<file path="src/rtl/pru_pkg.sv">
package pru_pkg;

	// filter kinds as carried per row; any tag above paeth maps to bad
	typedef enum logic [2:0] {
		FLT_NONE  = 3'd0,
		FLT_SUB   = 3'd1,
		FLT_UP    = 3'd2,
		FLT_AVG   = 3'd3,
		FLT_PAETH = 3'd4,
		FLT_BAD   = 3'd5
	} flt_kind_t;

	// configuration register indexes
	localparam logic [1:0] CFG_COLORS  = 2'd0;
	localparam logic [1:0] CFG_BPC     = 2'd1;
	localparam logic [1:0] CFG_COLUMNS = 2'd2;

	localparam int BYTE_W    = 8;
	localparam int COLORS_W  = 3;
	localparam int BPC_W     = 5;
	localparam int COLUMNS_W = 13;
	localparam int CFG_IDX_W = 2;
	localparam int CFG_DAT_W = 13;
	localparam int HIST_N    = 8;
	localparam int BPP_W     = 3;

	// control from the stage register to the reconstruction unit
	typedef struct packed {
		logic              adv_data;
		logic              clear;
		flt_kind_t         kind;
		logic [BPP_W-1:0]  bpp_m1;
	} recon_ctl_t;

endpackage

</file>
<file path="src/rtl/pru_recon.sv">
module pru_recon (
	input  logic                 clk,
	input  logic                 arst_n,
	input  pru_pkg::recon_ctl_t  ctl,
	input  logic [7:0]           x_byte,
	input  logic [7:0]           up_byte,
	output logic [7:0]           res_byte
);
	import pru_pkg::*;

	logic [BYTE_W-1:0] left_q   [HIST_N];
	logic [BYTE_W-1:0] upleft_q [HIST_N];
	logic [BYTE_W-1:0] a_w;
	logic [BYTE_W-1:0] c_w;
	logic [BYTE_W-1:0] pred_w;
	logic [BYTE_W-1:0] paeth_w;
	logic [BYTE_W:0]   avg_sum_w;
	logic signed [9:0] p_w;
	logic [9:0]        pa_w;
	logic [9:0]        pb_w;
	logic [9:0]        pc_w;

	function automatic logic [9:0] abs10(input logic signed [9:0] v);
		abs10 = v[9] ? 10'(-v) : 10'(v);
	endfunction

	// left and up-left taps one pixel back
	assign a_w = left_q[ctl.bpp_m1];
	assign c_w = upleft_q[ctl.bpp_m1];

	// paeth predictor, ties go to left then up
	always_comb begin
		p_w  = $signed({2'b00, a_w}) + $signed({2'b00, up_byte}) - $signed({2'b00, c_w});
		pa_w = abs10(p_w - $signed({2'b00, a_w}));
		pb_w = abs10(p_w - $signed({2'b00, up_byte}));
		pc_w = abs10(p_w - $signed({2'b00, c_w}));
		if (pa_w <= pb_w && pa_w <= pc_w) begin
			paeth_w = a_w;
		end else if (pb_w <= pc_w) begin
			paeth_w = up_byte;
		end else begin
			paeth_w = c_w;
		end
	end

	assign avg_sum_w = {1'b0, a_w} + {1'b0, up_byte};

	// prediction by filter kind
	always_comb begin
		case (ctl.kind)
			FLT_NONE:  pred_w = '0;
			FLT_SUB:   pred_w = a_w;
			FLT_UP:    pred_w = up_byte;
			FLT_AVG:   pred_w = avg_sum_w[BYTE_W:1];
			FLT_PAETH: pred_w = paeth_w;
			default:   pred_w = '0;
		endcase
	end

	assign res_byte = x_byte + pred_w;

	// decoded and up history, newest in entry zero
	always_ff @(posedge clk or negedge arst_n) begin
		if (!arst_n) begin
			for (int i = 0; i < HIST_N; i++) begin
				left_q[i]   <= '0;
				upleft_q[i] <= '0;
			end
		end else if (ctl.clear) begin
			for (int i = 0; i < HIST_N; i++) begin
				left_q[i]   <= '0;
				upleft_q[i] <= '0;
			end
		end else if (ctl.adv_data) begin
			for (int i = HIST_N - 1; i > 0; i--) begin
				left_q[i]   <= left_q[i-1];
				upleft_q[i] <= upleft_q[i-1];
			end
			left_q[0]   <= res_byte;
			upleft_q[0] <= up_byte;
		end
	end

endmodule

</file>
<file path="config.mk">
export PLATFORM = sky130hd
export DESIGN_NAME = pru_recon
export DESIGN_NICKNAME = d
export VERILOG_FILES = /design/src/rtl/pru_pkg.sv /design/src/rtl/pru_recon.sv
export SDC_FILE = /design/constraint.sdc
export NUM_CORES = 1
export LEC_CHECK = 0
export BUFFER_PORTS_ARGS = -buffer_cell sky130_fd_sc_hd__buf_2
export CORE_UTILIZATION = 32
export CTS_CLUSTER_DIAMETER = 40
export DETAILED_ROUTE_END_ITERATION = 10
export PLACE_DENSITY = 0.56
export SETUP_SLACK_MARGIN = 0.3
export SLEW_MARGIN = 20
export SYNTH_ARGS = -nofsm -noshare
export SYNTH_HDL_FRONTEND = slang
export SYNTH_SLANG_ARGS = --single-unit
</file>
<file path="constraint.sdc">
create_clock -name clk -period 18.5 [get_ports clk]
set_clock_uncertainty 0.05 [all_clocks]
set_input_delay 3.7 -clock clk [delete_from_list [all_inputs] [get_ports clk]]
set_output_delay 3.7 -clock clk [all_outputs]
set_load 0.01 [all_outputs]
</file>
* Yosys cells after proc, flatten, opt, wreduce, memory -nomap -nowiden *
Cells that the tools add are included.

word-level totals
  output and inout bits = 8
  bits in registers = 128
  word-level logic and storage cells = 53

cells by class
  $lt $le $gt $ge = 4
  reduce and logical (&&, ||, !) cells = 2
  bitwise logic cells = 1
  muxes and demuxes = 16
  add/subtract/negate cells = 10
  equality and inequality tests = 4

operators by type and width
  kind                                           number
  2-to-1 mux 64 bit                              4
  binary-select mux 8 bit (select 3 bit)         2
  2-to-1 mux 8 bit                               6
  one-hot mux 8 bit (4 select lines)             1
  less-or-equal comparator 10 bit                3
  2-to-1 mux 10 bit                              3
  negation 10 bit                                3
  subtractor 10 x 9 -> 10 bit                    3
  adder 8 x 8 -> 9 bit                           2
  subtractor 9 x 8 -> 10 bit                     1
  adder 8 bit                                    1
  == test 3 x 2 -> 1 bit, second input constant  2
  >= comparator 4 bit, second input constant     1
  inverter 3 -> 4 bit                            1
  == test 3 x 1 -> 1 bit, second input constant  1
  == test 3 bit, second input constant           1
  nonzero test 2 bit                             1
  logical AND 1 bit                              1

* Depth between registers and ports, before layout *
Gate-level depths: netlist (run 1).

  depth in word-level cells = 16
  gate-level depth with buffers = 47

* Worst setup path before layout (run 1) *
OpenSTA, ideal clock, no wires.

  kind = input -> output
  from = in ctl[0] (netlist bit)
  to = out res_byte[7]
  stages = 43
  arrival = 12.894 ns
  setup slack = 1.856 ns
  buffers on the path = 3
  cell sequence = buf_6 clkbuf_1 buf_1 mux4_2 mux2_2 fa_1 inv_1 fa_1 a21oi_1 nor2b_1 nor2_1 xnor2_1 ha_1 a21oi_1 o21ai_0 o311a_1 o21ai_1 a31oi_1 [... 7 more ...] a21oi_1 nor2b_1 o31ai_1 a21oi_1 a311oi_1 o21ai_1 a21oi_1 mux2i_1 o31ai_1 ha_1 a21o_1 a21oi_1 o21bai_1 a21oi_1 o21bai_1 a21oi_1 xor2_1 xor2_1

between the ends
  cells in the longest elaborated chain, start to end = 14
  elaborated cells on any way between the ends = 27

RTL lines
  what                                                       line                                               RTL
  from (decl)                                                pru_recon.sv:4                                     input pru_pkg::recon_ctl_t ctl,
  inverter 3 -> 4 bit (not written as such) (*)              pru_recon.sv:28, pru_recon.sv:29
  binary-select mux 8 bit (select 3 bit)                     pru_recon.sv:28                                    assign a_w = left_q[ctl.bpp_m1];
  2-to-1 mux 8 bit (not written as such) (2 in series)       pru_recon.sv:28
  adder 8 x 8 -> 9 bit                                       pru_recon.sv:33, pru_recon.sv:46
  subtractor 9 x 8 -> 10 bit                                 pru_recon.sv:33                                    p_w = $signed({2'b00, a_w}) + $signed({2'b00, up_byte}) - $signed({2'b00, c_w});
  subtractor 10 x 9 -> 10 bit, on equally long branches      pru_recon.sv:35, pru_recon.sv:34, pru_recon.sv:36
  negation 10 bit                                            pru_recon.sv:24                                    abs10 = v[9] ? 10'(-v) : 10'(v);
  2-to-1 mux 10 bit                                          pru_recon.sv:24
  less-or-equal comparator 10 bit, on equally long branches  pru_recon.sv:39, pru_recon.sv:37
  2-to-1 mux 8 bit or logical AND 1 bit (tied branches)      pru_recon.sv:39, pru_recon.sv:37
  2-to-1 mux 8 bit                                           pru_recon.sv:37                                    if (pa_w <= pb_w && pa_w <= pc_w) begin
  one-hot mux 8 bit (4 select lines) (*)                     pru_recon.sv:50                                    case (ctl.kind)
  adder 8 bit (*)                                            pru_recon.sv:60                                    assign res_byte = x_byte + pred_w;
  to (decl)                                                  pru_recon.sv:7                                     output logic [7:0] res_byte

Mark *: on every way between the ends. The rest lies on a longest branch, timed or not. The select of a mux whose other input is x is not followed.

* Worst setup path in the final report (run 1) *
  from = in ctl[1] (netlist bit)
  to = out res_byte[7]

Same word-level chain as after synthesis.

==> results of run 1 <==
[worst reg2reg max path, delay by kind of cell (launching register included)]
kind / cells / cell delay [ns]
compound gates: 24 / 4.58
xor+xnor: 3 / 0.81
fa+ha+maj: 5 / 1.95
buf+inv: 1 / 0.07
flops: 1 / 0.39
mux: 3 / 0.94
simple gates: 6 / 0.96
[metal layers]
metal | part of all wire (%) | vias to the layer above
met5 | 0.053 | -
met4 | 2.0 | 2
met3 | 3.2 | 30
met2 | 46 | 129
met1 | 48 | 3590
li1 | - | 3614
[synthesized netlist by cell type (4+ instances only)]
cell / n
and4_1: 4
a22oi_1: 5
nor2_1: 166
o21a_1: 5
mux2i_1: 154
and3_1: 5
o31ai_1: 6
or2_2: 5
nor2b_1: 14
fa_1: 13
clkbuf_1: 30
nand2_1: 14
a21oi_1: 40
o22ai_1: 8
nand2b_1: 8
dfrtp_1: 128
a31oi_1: 7
o21bai_1: 7
xnor2_1: 34
nor3_1: 10
buf_1: 13
inv_1: 65
a21o_1: 15
nand3_1: 9
ha_1: 75
nand4_1: 6
xor2_1: 23
mux4_2: 32
o22a_1: 4
o21ai_0: 21
mux2_2: 10
and2_1: 4
[metrics by stage]
| step | instances | worst slack [ns] | area, um2 |
|---|---|---|---|
| global route | 1423 | 0.3723 | 11210 |
| floorplan | 999 | 1.856 | 10000 |
| detailed placement | 1393 | 1.005 | 10580 |
| finish | 1423 | 1.023 | 11210 |
| CTS | 1423 | 0.9821 | 11200 |
| global placement | 1393 | 1.128 | 10580 |
[path summary, 6_finish.rpt]
check                      slack [ns]  cells past startpoint                     start                        to
setup / recovery                 1.02                     44                    ctl[1]               res_byte[7]
hold / removal                   0.46                      2     left_q[2]$_DFFE_PN0P_     left_q[2]$_DFFE_PN0P_
setup reg to reg                 8.57                     42  upleft_q[17]$_DFFE_PN0P_    left_q[63]$_DFFE_PN0P_
hold reg to reg                  0.46                      2     left_q[2]$_DFFE_PN0P_     left_q[2]$_DFFE_PN0P_
max in group asynchronous       13.89                      2                    arst_n  upleft_q[58]$_DFFE_PN0P_
min in group asynchronous        3.20                      1                    arst_n    left_q[22]$_DFFE_PN0P_
[layout make-up]
cell class              count  area (um2)
flip-flops and latches    128        3203
well taps                 396       495.5
inverters                  65       244.0
multi-input cells         760        6380
clock buffers              18       439.2
repair buffers             44       265.3
fillers                  3020       19460
clock inverters            12       183.9
[power by group]
part / leakage, nW / internal, W / switching, W
Sequential: 1.77 / 0.000291 / 0.00000858
Combinational: 3.34 / 0.000513 / 0.000722
Clock: 0.299 / 0.000229 / 0.000131
[cells by family (layout without fill, tap and decap cells)]
group | Yosys count | count (layout) | synth area share (%)
compound gates | 152 | 152 | 10.23
xor+xnor | 59 | 59 | 5.316
fa+ha+maj | 88 | 88 | 11.98
buf+inv | 111 | 139 | 4.265
flops | 128 | 128 | 32.02
mux | 197 | 197 | 23.96
simple gates | 264 | 264 | 12.22
[flip-flops by register name (all words and copies together), names as in the netlist]
signal	flops
left_q	64
upleft_q	64
[repair_timing]
action	CTS	global route
endpoints found under the setup margin	0	1
gates resized for setup	0	2
setup buffers	0	0
hold buffers	0	0
==> reports/summary.txt, run 1 <==
required time of the critical path -> 14.75 ns
final hold vios -> 0
Critical Path AT -> 13.73 ns
RSZ-0062 raised after global routing -> no
Post-synth EDFFs -> 0
Clock Latency Late Sink -> 0.42 ns
clk slew on worst S/H paths -> 0.06 ns
grt met3 use -> 2.332%
Worst Tran Pin Value -> 1.027 ns
Mapped Cells -> 999
initial antenna violation count -> 1
total grt overflow -> 0
Max Slew Vio Count -> 0
H-Tree Depth -> 4
Worst VDD drop -> 0.1389 mV
share of cells above drive strength 1 -> 12.76%
TNS Setup -> 0 ns
Worst Setup End Kind -> output pin
vias in the first global route -> 7143
CP max FO -> 17
asr flop ratio synth -> 100.0%
Nets -> 1130
GRT Max-Usage Layer -> met2
Die ar. -> 0.03197 mm2
GR Util All Layers -> 15.67%
global-route track usage on met2 -> 24.73%
Mapped Nets -> 1113
Worst path max stage delay -> 0.49 ns
Finish-stage setup viols -> 0
Seq cells post-synth -> 128
Port-buffer cells -> 33
starting density of the core -> 32.62%
DRC -> 0
first-pass GRT wire length -> 38960 um
Crit path top cell by count -> a21oi_1
Synth top area share -> 32.02%
commonest cells after routing, fill and taps aside -> nor2_1 (166), mux2i_1 (154), dfrtp_1 (128), ha_1 (75), inv_1 (65)
Vias/cell -> 5.176
drt total wl -> 24410 um
CTS buffer count -> 17
YS warnings -> 0
Max Freq -> 57.22 MHz
row cnt -> 64
synth unique cells -> 67
Buf/Inv on CP -> 4
Max-cap violations -> 0
Die Height -> 178.8 um
outcome -> finished clean
met1 Usage GRT -> 21.71%
drt pass-1 iters -> 5
final core occ -> 36.55%
Worst path slowest cell -> nor2_1
DIE WIDTH -> 178.8 um
Layout area overhead -> 12.07%
gpl congestion -> 0.8785
Pleak -> 5.413 nW
starting DRC count in detailed routing -> 454
commonest non-fill, non-tap cell in the layout -> nor2_1
period utilization -> 94.47%
Worst Hold Slack -> 0.4644 ns
Clock Tree Buf Depth -> 2
Detail Route Antenna Nets -> 0
top cells by area, synth -> dfrtp_1 (32%), mux2i_1 (15%), ha_1 (9.4%)
core area -> 0.03067 mm2
PwrDens -> 169.0 mW/mm2
Post-Syn Area -> 0.01000 mm2
largest net degree at the start of global routing -> 75
Crit Path Class -> in2out
n_diodes -> 0
CTS root buffer -> clkbuf_16
CP Launch Type -> input port
TritonCTS clock tree -> built
Crit path max-delay family -> compound AO/OA/AOI/OAI gates
TritonCTS Sinks -> 128
io pins -> 34
Tmin final -> 17.48 ns
Vias -> 7365
average size of a mapped cell -> 10.01 um2
Post-DP HPWL -> 17890 um
DR WL/cell -> 17.15 um
Yosys top cell by area -> dfrtp_1
Overall Power -> 0.001894 W
Seq/Total Area, Yosys -> 32.02%
Hold Path Class -> reg2reg
Primary FF master, synth -> dfrtp_1
Slew HR -> 31.55%
Note: power is estimated with default switching activity, not from simulation.
==> inputs of run 2 (changes only) <==
--- a/config.mk
+++ b/config.mk
@@ -6,6 +6,7 @@
 export NUM_CORES = 1
 export LEC_CHECK = 0
 export BUFFER_PORTS_ARGS = -buffer_cell sky130_fd_sc_hd__buf_2
+export CORE_MARGIN = 8
 export CORE_UTILIZATION = 32
 export CTS_CLUSTER_DIAMETER = 40
 export DETAILED_ROUTE_END_ITERATION = 10
==> reports/summary.txt, run 2 (synthesized netlist as in run 1, its figures left out) <==
row cnt -> 64 (unchanged)
Worst path max stage delay -> 0.58 ns (was 0.49 ns)
Hold Path Class -> reg2reg (unchanged)
Vias -> 7435 (was 7365)
dpl cells -> 1392 (was 1393)
clk slew on worst S/H paths -> 0.06 ns (about the same)
GR Util All Layers -> 13.89% (was 15.67%)
Max Slew Vio Count -> 0 (unchanged)
GRT Max-Usage Layer -> met2 (unchanged)
TritonCTS clock tree -> built (unchanged)
core area -> 0.03067 mm2 (unchanged)
Die ar. -> 0.03717 mm2 (was 0.03197 mm2)
Max-cap violations -> 0 (unchanged)
largest net degree at the start of global routing -> 83 (was 75)
Detail Route Antenna Nets -> 0 (unchanged)
DP Area -> 0.01057 mm2 (was 0.01058 mm2)
setup ws final -> 1.249 ns (was 1.023 ns)
Slew HR -> 35.73% (was 31.55%)
period utilization -> 93.25% (was 94.47%)
Switching Fraction -> 45.46% (was 45.49%)
drt total wl -> 25010 um (was 24410 um)
Crit Path Class -> in2out (unchanged)
Critical Path AT -> 13.50 ns (was 13.73 ns)
TNS Setup -> 0 ns (unchanged)
sequential share of power -> 15.8% (about the same)
DR WL/cell -> 17.55 um (was 17.15 um)
Setup Buffers After CTS -> 0 (unchanged)
Die Height -> 192.8 um (was 178.8 um)
Layout area overhead -> 12.31% (was 12.07%)
Vias/cell -> 5.218 (was 5.176)
drt pass-1 iters -> 5 (unchanged)
met1 Usage GRT -> 18.43% (was 21.71%)
Worst path slowest cell -> mux4_2 (was nor2_1)
first-pass GRT wire length -> 41030 um (was 38960 um)
Worst VDD drop -> 0.1097 mV (was 0.1389 mV)
DIE WIDTH -> 192.8 um (was 178.8 um)
PwrDens -> 168.9 mW/mm2 (was 169.0 mW/mm2)
gpl congestion -> 0.8435 (was 0.8785)
starting DRC count in detailed routing -> 458 (was 454)
commonest non-fill, non-tap cell in the layout -> nor2_1 (unchanged)
cell-internal power -> 0.001035 W (was 0.001033 W)
vias in the first global route -> 7512 (was 7143)
TritonCTS Sinks -> 128 (unchanged)
outcome -> finished clean (unchanged)
post-route cell area -> 0.01123 mm2 (was 0.01121 mm2)
RSZ-0062 raised after global routing -> no (unchanged)
share of cells above drive strength 1 -> 13.04% (was 12.76%)
Max Freq -> 57.97 MHz (was 57.22 MHz)
CP Launch Type -> input port (unchanged)
initial antenna violation count -> 3 (was 1)
largest registers -> left_q: 64 flops, upleft_q: 64 flops (unchanged)
Port-buffer cells -> 33 (unchanged)
Post-Place Worst Slack -> 0.9111 ns (was 1.005 ns)
Clock power frac -> 19.6% (was 19.0%)
commonest cells after routing, fill and taps aside -> nor2_1 (165), mux2i_1 (153), dfrtp_1 (128), ha_1 (75), inv_1 (65) (was nor2_1 (166), mux2i_1 (154), dfrtp_1 (128), ha_1 (75), inv_1 (65))
Finish-stage setup viols -> 0 (unchanged)
sw power -> 0.0008626 W (was 0.0008616 W)
power share of the combinational group -> 64.7% (was 65.2%)
Finished Layout Cells -> 1425 (was 1423)
final hold vios -> 0 (unchanged)
Pleak -> 5.421 nW (was 5.413 nW)
H-Tree Depth -> 4 (unchanged)
total grt overflow -> 0 (unchanged)
CP max FO -> 17 (unchanged)
grt met3 use -> 2.313% (was 2.332%)
starting density of the core -> 32.62% (unchanged)
Clock Tree Buf Depth -> 2 (unchanged)
DRC -> 0 (unchanged)
required time of the critical path -> 14.75 ns (about the same)
Worst Setup End Kind -> output pin (unchanged)
io pins -> 34 (unchanged)
CTS root buffer -> clkbuf_16 (unchanged)
Clock Latency Late Sink -> 0.42 ns (about the same)
global-route track usage on met2 -> 22.91% (was 24.73%)
Post-DP HPWL -> 18410 um (was 17890 um)
Tmin final -> 17.25 ns (was 17.48 ns)
Crit path top cell by count -> a21oi_1 (unchanged)
CTS buffer count -> 17 (unchanged)
Worst Tran Pin Value -> 0.9641 ns (was 1.027 ns)
Nets -> 1129 (was 1130)
run 2: final cells by class:
type | count | area [um2]
diodes | 1 | 2.502
clock buffers | 17 | 425.4
clock inverters | 15 | 220.2
fillers | 3029 | 19430
inverters | 65 | 244.0
multi-input cells | 760 | 6386
flip-flops and latches | 128 | 3203
well taps | 396 | 495.5
repair buffers | 43 | 257.7
run 2: timing repair:
action | CTS | global route
hold endpoints to repair | 0 | 0
resized for setup | 0 | 4
hold buffers | 0 | 0
endpoints found under the setup margin | 0 | 1
run 2: path summary, 6_finish.rpt:
| check | slack (ns) | startpoint | endpoint | cells after the start |
|---|---|---|---|---|
| setup reg to reg | 8.81 | upleft_q[32]$_DFFE_PN0P_ | left_q[63]$_DFFE_PN0P_ | 43 |
| max in group asynchronous | 13.96 | arst_n | upleft_q[45]$_DFFE_PN0P_ | 2 |
| min in group asynchronous | 3.27 | arst_n | left_q[35]$_DFFE_PN0P_ | 1 |
| hold / removal | 0.47 | left_q[1]$_DFFE_PN0P_ | left_q[1]$_DFFE_PN0P_ | 2 |
| setup / recovery | 1.25 | ctl[0] | res_byte[7] | 44 |
| hold reg to reg | 0.47 | left_q[1]$_DFFE_PN0P_ | left_q[1]$_DFFE_PN0P_ | 2 |
run 2: routing by layer:
layer / wire length, um / part of all wire [%]
met1: 11500 / 46
met2: 12190 / 49
met3: 907 / 3.6
met4: 397 / 1.6
met5: 22 / 0.088
run 2: critical path: cells and delay by family:
family	cells	cell delay, ns
AND/OR/NAND/NOR	5	0.69
multiplexers	3	1.02
adder cells (fa/ha/maj)	6	1.82
buffers and inverters	4	0.99
AO/OA/AOI/OAI	22	4.28
XOR/XNOR	4	0.98
run 2: power by group through the flow:
stage               registers, W  logic (W)  clock network (W)
finish                  0.000300    0.00123           0.000371
global route            0.000301    0.00137           0.000392
CTS                     0.000300    0.00122           0.000380
detailed placement      0.000305    0.00121                  0
global placement        0.000305    0.00121                  0
floorplan               0.000301   0.000924                  0
run 2: through the flow:
stage	hold slack, ns	power (W)	utilization [%]
final	0.4688	0.001898	36.63
after global routing	0.5046	0.002064	36.63
after CTS	0.4755	0.001900	36.57
after detailed placement	0.4577	0.001517	34.47
after global placement	0.4481	0.001511	34.47
after floorplan	0.4308	0.001225	-
